--- src/edf_pkg.sv ---
package edf_pkg;

  // input word modes
  localparam logic MODE_LOAD = 1'b0;
  localparam logic MODE_TICK = 1'b1;

  // one task table entry as held in the task memory
  typedef struct packed {
    logic [7:0]  job_length;
    logic [7:0]  task_period;
    logic [7:0]  work_left;
    logic [31:0] abs_deadline;
  } task_entry_t;

  // one output word
  typedef struct packed {
    logic        ran_valid;
    logic [3:0]  ran_task;
    logic        job_done;
    logic [15:0] missed_mask;
    logic [15:0] miss_total;
    logic [31:0] time_now;
  } result_t;

endpackage

--- src/edf_task_mem.sv ---
module edf_task_mem
  import edf_pkg::*;
#(
  parameter int DEPTH = 16,
  parameter int AW    = 4
) (
  input  logic          clk,
  input  logic          we,
  input  logic [AW-1:0] waddr,
  input  task_entry_t   wdata,
  input  logic          re,
  input  logic [AW-1:0] raddr,
  output task_entry_t   rdata
);

  task_entry_t mem [DEPTH];

  // single write port
  always_ff @(posedge clk) begin
    if (we) begin
      mem[waddr] <= wdata;
    end
  end

  // registered read port
  always_ff @(posedge clk) begin
    if (re) begin
      rdata <= mem[raddr];
    end
  end

endmodule

--- src/edf_ctrl.sv ---
module edf_ctrl
  import edf_pkg::*;
#(
  parameter int MAX_TASKS = 16,
  parameter int IDX_W     = 4,
  parameter int CNT_W     = 5
) (
  input  logic             clk,
  input  logic             rst,
  input  logic             in_valid,
  output logic             in_ready,
  input  logic             mode,
  input  logic [3:0]       task_index,
  input  logic [7:0]       exec_time,
  input  logic [7:0]       period,
  input  logic [CNT_W-1:0] n_tasks,
  input  logic             slot_free,
  output logic             res_push,
  output result_t          res,
  output logic             mem_we,
  output logic [IDX_W-1:0] mem_waddr,
  output task_entry_t      mem_wdata,
  output logic             mem_re,
  output logic [IDX_W-1:0] mem_raddr,
  input  task_entry_t      mem_rdata
);

  localparam int IW = ((CNT_W > 4) ? CNT_W : 4) + 1;

  localparam logic [2:0] S_IDLE  = 3'd0;
  localparam logic [2:0] S_SCAN1 = 3'd1;
  localparam logic [2:0] S_UPD   = 3'd2;
  localparam logic [2:0] S_SCAN2 = 3'd3;
  localparam logic [2:0] S_FIN   = 3'd4;

  logic [2:0]       state;
  logic             cur_mode;
  logic [31:0]      tick_time;
  logic [15:0]      miss_counter;
  logic [CNT_W-1:0] cnt_rd;
  logic             rd_vld;
  logic [IDX_W-1:0] rd_k;
  logic             found;
  logic [IDX_W-1:0] best;
  logic [7:0]       best_dist;
  task_entry_t      best_ent;
  logic             ran_valid_r;
  logic [3:0]       ran_task_r;
  logic             job_done_r;
  logic [15:0]      mask_r;

  logic             accept;
  logic [IW-1:0]    load_idx_w;
  logic             load_ok;
  logic [7:0]       ex_fix;
  logic [7:0]       per_fix;
  logic [31:0]      next_time;
  logic [31:0]      dl_gap;
  logic             cand;
  logic             better;
  logic [7:0]       best_wl_dec;
  logic             miss_hit;
  logic [IW-1:0]    rd_k_w;
  logic [IW-1:0]    best_w;
  logic             scan_end;

  assign in_ready   = (state == S_IDLE);
  assign accept     = in_valid && in_ready;
  assign load_idx_w = IW'(task_index);
  assign load_ok    = (load_idx_w < IW'(MAX_TASKS));
  assign ex_fix     = (exec_time == 8'd0) ? 8'd1 : exec_time;
  assign per_fix    = (period == 8'd0) ? 8'd1 : period;
  assign next_time  = tick_time + 32'd1;

  // candidate test for the earliest deadline scan
  assign dl_gap = mem_rdata.abs_deadline - tick_time;
  assign cand   = (mem_rdata.work_left != 8'd0) && (dl_gap[31:8] == 24'd0) &&
                  (dl_gap[7:0] <= mem_rdata.task_period);
  assign better = cand && (!found || (dl_gap[7:0] < best_dist));

  // deadline miss test for the second scan
  assign miss_hit = rd_vld && (mem_rdata.work_left != 8'd0) &&
                    (mem_rdata.abs_deadline == next_time);

  assign best_wl_dec = best_ent.work_left - 8'd1;
  assign rd_k_w      = IW'(rd_k);
  assign best_w      = IW'(best);
  assign scan_end    = (cnt_rd == n_tasks);

  // read issue during both scans
  assign mem_re    = ((state == S_SCAN1) || (state == S_SCAN2)) && (cnt_rd < n_tasks);
  assign mem_raddr = cnt_rd[IDX_W-1:0];

  // write port: load, update of the task that ran, miss advance
  always_comb begin
    mem_we    = 1'b0;
    mem_waddr = rd_k;
    mem_wdata = mem_rdata;
    unique case (state)
      S_IDLE: begin
        mem_we                 = accept && (mode == MODE_LOAD) && load_ok;
        mem_waddr              = load_idx_w[IDX_W-1:0];
        mem_wdata.job_length   = ex_fix;
        mem_wdata.task_period  = per_fix;
        mem_wdata.work_left    = ex_fix;
        mem_wdata.abs_deadline = tick_time + 32'(per_fix);
      end
      S_UPD: begin
        mem_we    = found;
        mem_waddr = best;
        mem_wdata = best_ent;
        if (best_wl_dec == 8'd0) begin
          mem_wdata.work_left    = best_ent.job_length;
          mem_wdata.abs_deadline = best_ent.abs_deadline + 32'(best_ent.task_period);
        end else begin
          mem_wdata.work_left = best_wl_dec;
        end
      end
      S_SCAN2: begin
        mem_we                 = miss_hit;
        mem_waddr              = rd_k;
        mem_wdata              = mem_rdata;
        mem_wdata.work_left    = mem_rdata.job_length;
        mem_wdata.abs_deadline = mem_rdata.abs_deadline + 32'(mem_rdata.task_period);
      end
      default: begin
        mem_we = 1'b0;
      end
    endcase
  end

  // result word
  assign res_push        = (state == S_FIN) && slot_free;
  assign res.ran_valid   = ran_valid_r;
  assign res.ran_task    = ran_task_r;
  assign res.job_done    = job_done_r;
  assign res.missed_mask = mask_r;
  assign res.miss_total  = miss_counter;
  assign res.time_now    = (cur_mode == MODE_TICK) ? next_time : tick_time;

  // control state
  always_ff @(posedge clk) begin
    if (rst) begin
      state        <= S_IDLE;
      tick_time    <= 32'd0;
      miss_counter <= 16'd0;
      rd_vld       <= 1'b0;
      found        <= 1'b0;
    end else begin
      unique case (state)
        S_IDLE: begin
          if (accept) begin
            cur_mode    <= mode;
            cnt_rd      <= '0;
            rd_vld      <= 1'b0;
            found       <= 1'b0;
            ran_valid_r <= 1'b0;
            ran_task_r  <= 4'd0;
            job_done_r  <= 1'b0;
            mask_r      <= 16'd0;
            if ((mode == MODE_TICK) && (n_tasks != '0)) begin
              state <= S_SCAN1;
            end else begin
              state <= S_FIN;
            end
          end
        end
        S_SCAN1: begin
          rd_vld <= mem_re;
          rd_k   <= mem_raddr;
          cnt_rd <= cnt_rd + CNT_W'(mem_re);
          if (rd_vld && better) begin
            found     <= 1'b1;
            best      <= rd_k;
            best_dist <= dl_gap[7:0];
            best_ent  <= mem_rdata;
          end
          if (scan_end) begin
            state <= S_UPD;
          end
        end
        S_UPD: begin
          cnt_rd <= '0;
          rd_vld <= 1'b0;
          if (found) begin
            ran_valid_r <= 1'b1;
            ran_task_r  <= best_w[3:0];
            job_done_r  <= (best_wl_dec == 8'd0);
          end
          state <= S_SCAN2;
        end
        S_SCAN2: begin
          rd_vld <= mem_re;
          rd_k   <= mem_raddr;
          cnt_rd <= cnt_rd + CNT_W'(mem_re);
          if (miss_hit) begin
            if (rd_k_w < IW'(16)) begin
              mask_r[rd_k_w[3:0]] <= 1'b1;
            end
            if (miss_counter != 16'hFFFF) begin
              miss_counter <= miss_counter + 16'd1;
            end
          end
          if (scan_end) begin
            state <= S_FIN;
          end
        end
        S_FIN: begin
          if (slot_free) begin
            if (cur_mode == MODE_TICK) begin
              tick_time <= next_time;
            end
            state <= S_IDLE;
          end
        end
        default: begin
          state <= S_IDLE;
        end
      endcase
    end
  end

  // a miss write never hits the entry being read in the same cycle
  a_no_rw_overlap: assert property (@(posedge clk) disable iff (rst)
    (mem_we && mem_re) |-> (mem_waddr != mem_raddr))
    else $error("task memory read and write to the same entry");

  // the read counter stays within the active task range during scans
  a_cnt_range: assert property (@(posedge clk) disable iff (rst)
    ((state == S_SCAN1) || (state == S_SCAN2)) |-> (cnt_rd <= n_tasks))
    else $error("scan counter past task count");

  // a finished job implies that a task ran
  a_done_ran: assert property (@(posedge clk) disable iff (rst)
    res_push |-> (!res.job_done || res.ran_valid))
    else $error("job done without a running task");

  // miss count only grows
  a_miss_mono: assert property (@(posedge clk) disable iff (rst)
    !rst |=> (miss_counter >= $past(miss_counter)))
    else $error("miss counter decreased");

endmodule

--- src/edf_tick_scheduler_top.sv ---
// a load word goes from accept straight to the result state; a tick word runs two scans over N = active tasks
// (a tick with no active task goes straight to the result state like a load)
// a tick reads every active entry twice through the single task memory read port,
// once for the earliest deadline and once for deadline misses, one entry per cycle
// one word in flight at a time; a new word is accepted while the result register is full;
// reset (rst, synchronous) clears time, miss count and handshake state, task_count to 1;
// task table undefined until loaded
module edf_tick_scheduler_top
  import edf_pkg::*;
#(
  parameter int MAX_TASKS = 16
) (
  input  logic        clk,
  input  logic        rst,
  input  logic        cfg_wr_en,
  input  logic [4:0]  cfg_wr_data,
  input  logic        in_valid,
  output logic        in_ready,
  input  logic        mode,
  input  logic [3:0]  task_index,
  input  logic [7:0]  exec_time,
  input  logic [7:0]  period,
  output logic        out_valid,
  input  logic        out_ready,
  output logic        ran_valid,
  output logic [3:0]  ran_task,
  output logic        job_done,
  output logic [15:0] missed_mask,
  output logic [15:0] miss_total,
  output logic [31:0] time_now
);

  localparam int IDX_W = (MAX_TASKS > 1) ? $clog2(MAX_TASKS) : 1;
  localparam int CNT_W = $clog2(MAX_TASKS + 1);
  localparam int CMP_W = ((CNT_W > 5) ? CNT_W : 5) + 1;

  logic [4:0]       task_count;
  logic [CMP_W-1:0] count_w;
  logic [CNT_W-1:0] n_tasks;
  logic             slot_free;
  logic             res_push;
  result_t          res;
  result_t          out_res;
  logic             mem_we;
  logic [IDX_W-1:0] mem_waddr;
  task_entry_t      mem_wdata;
  logic             mem_re;
  logic [IDX_W-1:0] mem_raddr;
  task_entry_t      mem_rdata;

  // configuration register
  always_ff @(posedge clk) begin
    if (rst) begin
      task_count <= 5'd1;
    end else if (cfg_wr_en) begin
      task_count <= cfg_wr_data;
    end
  end

  // active task count clamped to the table depth
  assign count_w = CMP_W'(task_count);
  assign n_tasks = (count_w > CMP_W'(MAX_TASKS)) ? CNT_W'(MAX_TASKS) : CNT_W'(task_count);

  // output register
  assign slot_free = !out_valid || out_ready;

  always_ff @(posedge clk) begin
    if (rst) begin
      out_valid <= 1'b0;
    end else if (res_push) begin
      out_valid <= 1'b1;
    end else if (out_ready) begin
      out_valid <= 1'b0;
    end
  end

  always_ff @(posedge clk) begin
    if (res_push) begin
      out_res <= res;
    end
  end

  assign ran_valid   = out_res.ran_valid;
  assign ran_task    = out_res.ran_task;
  assign job_done    = out_res.job_done;
  assign missed_mask = out_res.missed_mask;
  assign miss_total  = out_res.miss_total;
  assign time_now    = out_res.time_now;

  edf_ctrl #(
    .MAX_TASKS (MAX_TASKS),
    .IDX_W     (IDX_W),
    .CNT_W     (CNT_W)
  ) u_ctrl (
    .clk        (clk),
    .rst        (rst),
    .in_valid   (in_valid),
    .in_ready   (in_ready),
    .mode       (mode),
    .task_index (task_index),
    .exec_time  (exec_time),
    .period     (period),
    .n_tasks    (n_tasks),
    .slot_free  (slot_free),
    .res_push   (res_push),
    .res        (res),
    .mem_we     (mem_we),
    .mem_waddr  (mem_waddr),
    .mem_wdata  (mem_wdata),
    .mem_re     (mem_re),
    .mem_raddr  (mem_raddr),
    .mem_rdata  (mem_rdata)
  );

  edf_task_mem #(
    .DEPTH (MAX_TASKS),
    .AW    (IDX_W)
  ) u_mem (
    .clk   (clk),
    .we    (mem_we),
    .waddr (mem_waddr),
    .wdata (mem_wdata),
    .re    (mem_re),
    .raddr (mem_raddr),
    .rdata (mem_rdata)
  );

endmodule

--- config.mk ---
export PLATFORM = sky130hd
export DESIGN_NAME = edf_tick_scheduler_top
export DESIGN_NICKNAME = d
export VERILOG_FILES = /design/src/edf_pkg.sv /design/src/edf_task_mem.sv /design/src/edf_ctrl.sv /design/src/edf_tick_scheduler_top.sv
export SDC_FILE = /design/constraint.sdc
export NUM_CORES = 1
export LEC_CHECK = 0
export ABC_AREA = 1
export ABC_CLOCK_PERIOD_IN_PS = 19500
export BUFFER_PORTS_ARGS = -buffer_cell sky130_fd_sc_hd__buf_2
export CORE_UTILIZATION = 45
export CTS_CLUSTER_DIAMETER = 50
export DETAILED_ROUTE_END_ITERATION = 8
export HOLD_SLACK_MARGIN = 0.15
export PLACE_DENSITY = 0.63
export SLEW_MARGIN = 20
export SYNTH_ARGS = -nofsm -noshare
export SYNTH_HDL_FRONTEND = slang
export SYNTH_SLANG_ARGS = --single-unit
export TNS_END_PERCENT = 50
--- constraint.sdc ---
create_clock -name clk -period 19.5 [get_ports clk]
set_clock_uncertainty 0.2 [all_clocks]
set_input_delay 5.85 -clock clk [delete_from_list [all_inputs] [get_ports clk]]
set_output_delay 5.85 -clock clk [all_outputs]
set_load 0.01 [all_outputs]
After elaboration in Yosys (flattened, before gate mapping)
Memories as Yosys holds them, arrays and structs flattened. A register that Yosys moved wholly into a read port is not among the register bits. Index checks and enable logic that the tools add are counted.

Bitwise logic cells: 3. $lt $le $gt $ge: 8. $add $sub $neg: 8. Reductions and logical operators: 42. Eq/ne operators: 15. Muxes and demuxes: 38.

Operators by type and width (number): $pmux W56 S3 (1); $add A32 B8 Y32 (3); $mux W32 (2); $mux W16 (3); $add A32 B1 Y32 const B (1); $eq A32 B32 Y1 (1); $pmux W16 S2 (1); $sub A32 B32 Y32 (1); $logic_not A24 Y1 (1); $logic_not A8 Y1 (3); $mux W8 (3); $add A16 B1 Y16 const B (1); $ne A16 B16 Y1 const B (1); $or A16 B16 Y16 (1); $pmux W4 S2 (2); $lt A4 B5 Y1 const B (3); $mux W3 (5); $pmux W3 S5 (1); $pmux W5 S3 (1); $reduce_and A3 Y1 (5); $logic_and A1 B1 Y1 (13); $mux W5 (2); $ne A2 B1 Y1 const B (5); $mux W1 (9); 28 further kinds (45).

Output and inout bits: 72. Register bits: 229. Word-level logic and storage cells: 141. Input port bits: 31. Memories: 1. Memory bits (writable): 896.

Memories: u_mem.mem (words 16, width 56, rd ports 1, clocked after Yosys merged registers in 1, wr ports 1, RTL line edf_task_mem.sv:16) `task_entry_t mem [DEPTH];`.

Depth between registers and ports, before layout
Word-level depth: 8. Gate-level depth with buffers: 22.

Modules after synthesis
From an unflattened synthesis, not the netlist that was laid out.

Cell total of the unflattened synthesis: 6149. Area total of the unflattened synthesis: 57284.9 um^2.

By module, submodules not included: edf_task_mem (sequential area each 28587.4 um^2, cells an instance 3688, instances 1, area each 40242.3 um^2); edf_ctrl (sequential area each 4063.9 um^2, cells an instance 2353, instances 1, area each 14689.1 um^2); edf_tick_scheduler_top (sequential area each 2222.1 um^2, cells an instance 108, instances 1, area each 2353.5 um^2).

Worst setup path before layout
Ideal clock, no wire load.

Path type: input to register. Start: in out_ready. End: reg u_ctrl.tick_time[1]. Path slack: 9.456 ns. Arrival time: 9.719 ns. Stages on the path: 6. Required time: 19.174 ns. Cells stage by stage: nor2_1 nor2_1 inv_2 clkbuf_1 o21ai_0 a21oi_1.

Cells in the longest elaborated chain, start to end: 2.

RTL lines: start, declared (RTL line edf_tick_scheduler_top.sv:24) `input logic out_ready,`; $logic_or A1 B1 Y1 (RTL line edf_tick_scheduler_top.sv:65) `assign slot_free = !out_valid || out_ready;`; $reduce_and A2 Y1 (no source line); end signal, assigned (RTL line edf_ctrl.sv:211) `tick_time <= next_time;`; end, declared (RTL line edf_ctrl.sv:38) `logic [31:0] tick_time;`.

No other way between the ends. A chain may end at the register's enable or synchronous reset.

==> flow_metrics.tcl <==
set metrics [dict create \
    die_w_um 346.9 \
    worst_setup_path_start_kind "input port" \
    hold_violations 0 \
    rr_startpoint "u_ctrl.tick_time[0]" \
    rows 126 \
    synthArstFlopShare_pct 0 \
    arrival_ps 9510 \
    ff2ff_setup_slack_ps 13760 \
    synth_adder_area_share_pct 2.042 \
    ff_latch_area_um2 34870 \
    n_fill_cell 10213 \
    reg2reg_to "u_mem.mem[12][3]" \
    clock-sinks 1181 \
    slowest_stage "o21ai_0" \
    grt_overflow 0 \
    syn_area_per_cell_um2 11.05 \
    finalWorstSetupSlack_ps 10250 \
    ys_seq_area_share_pct 65.13 \
    post-dp-hpwl_um 96310 \
    core_area_um2 118100 \
    die_h_um 346.9 \
    ant_nets 0 \
    final_nets 5048 \
    holdPathStages 0 \
    holdCritPathClass "flop to flop" \
    final_cell_mix "edfxtp_1, nor2_1, nand2_1, o21ai_0, nand3_1" \
    postCtsSetupBuffers 0 \
    crit_path_max_fanout 16 \
    root_buffer "clkbuf_16" \
    setup-tns-final_ps 0 \
    vias 38847 \
    mostFrequentLayoutCell "edfxtp_1" \
    synth.net_count 4961 \
    reg2regPathDepth 20 \
    viasPerCell 5.909 \
    yosysUniqueCellTypes 50 \
    synth_top_family_by_area "simple AND/OR/NAND/NOR gates" \
    max_stage_delay_ps 660 \
    start_util_pct 45.34 \
    dp_cells 6329 \
    numCtsBuffers 137 \
    critPathMostFrequentCell "nand2_1" \
    drt-total-wl_um 156500 \
    dieArea_um2 120400 \
    synth-edff-count 1122 \
    num_io_pins 103 \
    grt_max_degree 179 \
    drive_above_1_share_pct 9.847 \
    grt_pass1_wl_um 231000 \
    cts_resized 0 \
    rsz0062_at_grt "false" \
    wl_per_cell_um 23.81 \
    setup_violations 0 \
    critPathCaptureType "flop" \
    final.min_clock_period_ps 9246 \
    whs_endpoint "ran_task[0]" \
    first_pass_iters 6 \
    io_buffers 102 \
    worstSkewPairLatency_ps 760 \
    pwr_density_cell_nw_per_um2 150.0 \
    syn-cell-area_um2 53540 \
    synth_compound_area_share_pct 10.53 \
    status "finished, final reports clean" \
    drt-initial-drc-count 4152 \
    synth_seq_cells 1181 \
    slew_violations 0 \
    cts_hold_buf 0 \
    cp_data_required_time_ps 19770 \
    path_cells "buf_2 -> nor4_1 -> a31o_2 -> ha_1 -> nand3_1 -> nand2_1 -> nand2_1 -> nand2_1 -> a21oi_1 -> o21ai_0 -> nand3_1 -> nand2_1 -> nand2_1 -> nand2_1 -> nand2_1 -> o21ai_0 -> nand3b_1" \
    worst_ir_drop_vdd_mv 0.1156 \
    grt_usage_pct 25.64 \
    antenna_found_initial 6 \
    synth_ff_type "edfxtp_1" \
    grt_pass1_vias 36905 \
    cts.clk_slew.worst_paths_ps 60 \
    holdCritStartpoint "u_ctrl.ran_task_r[0]" \
    yosysWarnings 0 \
    synth_xor_area_share_pct 1.014 \
    pre_cts_slack_ps 9621 \
    yosys.area_share.simple_pct 15.90 \
    synthCells 4845 \
    multi_input_area_um2 16960 \
    critPathKind "input port to flop" \
    relSlewSlack_pct 20.54 \
    worstMarginPinSlew_ps 1192 \
    htreeDepth 4 \
    fin_cells 6574 \
    min_period_over_period_pct 47.41 \
    syn_to_final_growth_pct 12.82 \
    cts_buffer_depth 3 \
    tritoncts "yes" \
    fmax_mhz 108.2 \
    maxCapViolCount 0 \
    p_total_uw 9062 \
    drc_errors 0 \
    routabilityCongestion 0.9715 \
    synth_mux_area_share_pct 1.701 \
    p_leak_uw 0.02119 \
]
==> synth_stat cells (4+ instances only) <==
cell type  number  area share [%]
nand2_2        17            0.20
a21o_1          7           0.098
or2_2           7           0.082
o21bai_1       12            0.17
nor2_1        763             5.3
inv_2           5           0.035
buf_2          11            0.10
edfxtp_1     1122              63
mux2i_1        91             1.7
a31o_2          4           0.065
nand4_1        55            0.64
xor2_1         39            0.64
buf_1          22            0.15
fa_1            4            0.15
clkinv_1        4           0.028
clkbuf_1      192             1.3
a31oi_1         6           0.070
o221ai_1       93             1.5
o2111ai_1       9            0.15
nor2_4         15            0.32
nand2_1       732             5.1
o21a_1          4           0.056
ha_1           81             1.9
a21oi_1       187             1.7
inv_1         279             2.0
nand3_1       335             3.1
a221oi_1        9            0.15
xnor2_1        23            0.38
nor2_2         13            0.15
o21ai_0       375             3.5
dfxtp_1        59             2.2
nor3_1         46            0.43
nand3b_1        8            0.11
o211ai_1       46            0.64
nor4_1         10            0.12
o32ai_1       133             2.2
==> worst max-delay path by stage <==
stage,startpoint,end
global route,period[5],u_mem.mem[7][30]
detailed placement,period[5],u_mem.mem[4][30]
global placement,period[5],u_mem.mem[1][31]
finish,period[5],u_mem.mem[6][31]
floorplan,out_ready,u_ctrl.tick_time[1]
CTS,period[5],u_mem.mem[3][14]
==> layout make-up <==
type / count / share of cell area, %
Inverter: 288 / 1.808
Multi-Input combinational cell: 3148 / 28.08
Clock buffer: 161 / 6.001
Tap cell: 1536 / 3.182
Antenna cell: 1 / 0.004143
Sequential cell: 1181 / 57.73
Timing Repair Buffer: 176 / 1.806
Clock inverter: 83 / 1.388
==> state kept, by name (all words and copies together) (netlist names), 3 cells and up <==
| signal | cells |
|---|---|
| miss_total | 16 |
| missed_mask | 16 |
| ran_task | 4 |
| task_count | 5 |
| time_now | 32 |
| u_ctrl.best | 4 |
| u_ctrl.best_dist | 8 |
| u_ctrl.best_ent | 56 |
| u_ctrl.cnt_rd | 5 |
| u_ctrl.mask_r | 16 |
| u_ctrl.miss_counter | 16 |
| u_ctrl.ran_task_r | 4 |
| u_ctrl.rd_k | 4 |
| u_ctrl.state | 3 |
| u_ctrl.tick_time | 32 |
| u_mem.mem | 896 |
| u_mem.rdata | 56 |
==> critical path, delay by kind of cell <==
kind            cells  cell delay, ps
buf+inv             1             130
compound gates      4            1480
fa+ha+maj           1             160
simple gates       11            1880
==> per-stage QoR <==
step / util [%] / hold WS, ps / instance area (um^2)
finish: 51.15 / 225.7 / 60400
global placement: 47.27 / 213.0 / 55820
floorplan: - / 200.3 / 53540
detailed placement: 47.32 / 208.8 / 55870
global route: 51.15 / 226.6 / 60400
CTS: 51.10 / 223.1 / 60340
==> per-layer routing <==
layer / GRT usage [%] / up-vias / share of wire (%)
li1: - / 17732 / -
met1: 34.35 / 19102 / 41
met2: 41.51 / 1681 / 47
met3: 4.013 / 332 / 7.7
met4: 10.76 / 0 / 4.0
met5: 0 / - / 0
==> report_power, final <==
part	switching [uW]	leakage (uW)	internal [uW]
registers	155	0.0107	3630
clock network	1070	0.00218	1460
logic	2070	0.00831	685
==> cell families (layout without fill, tap and decap cells) <==
kind of cell	Yosys count	after routing
simple gates	2011	2011
flops	1181	1181
compound gates	899	899
buf+inv	516	708
mux	91	91
fa+ha+maj	85	85
xor+xnor	62	62
other cells	0	1
No activity file was read; power rests on OpenSTA's default activity.
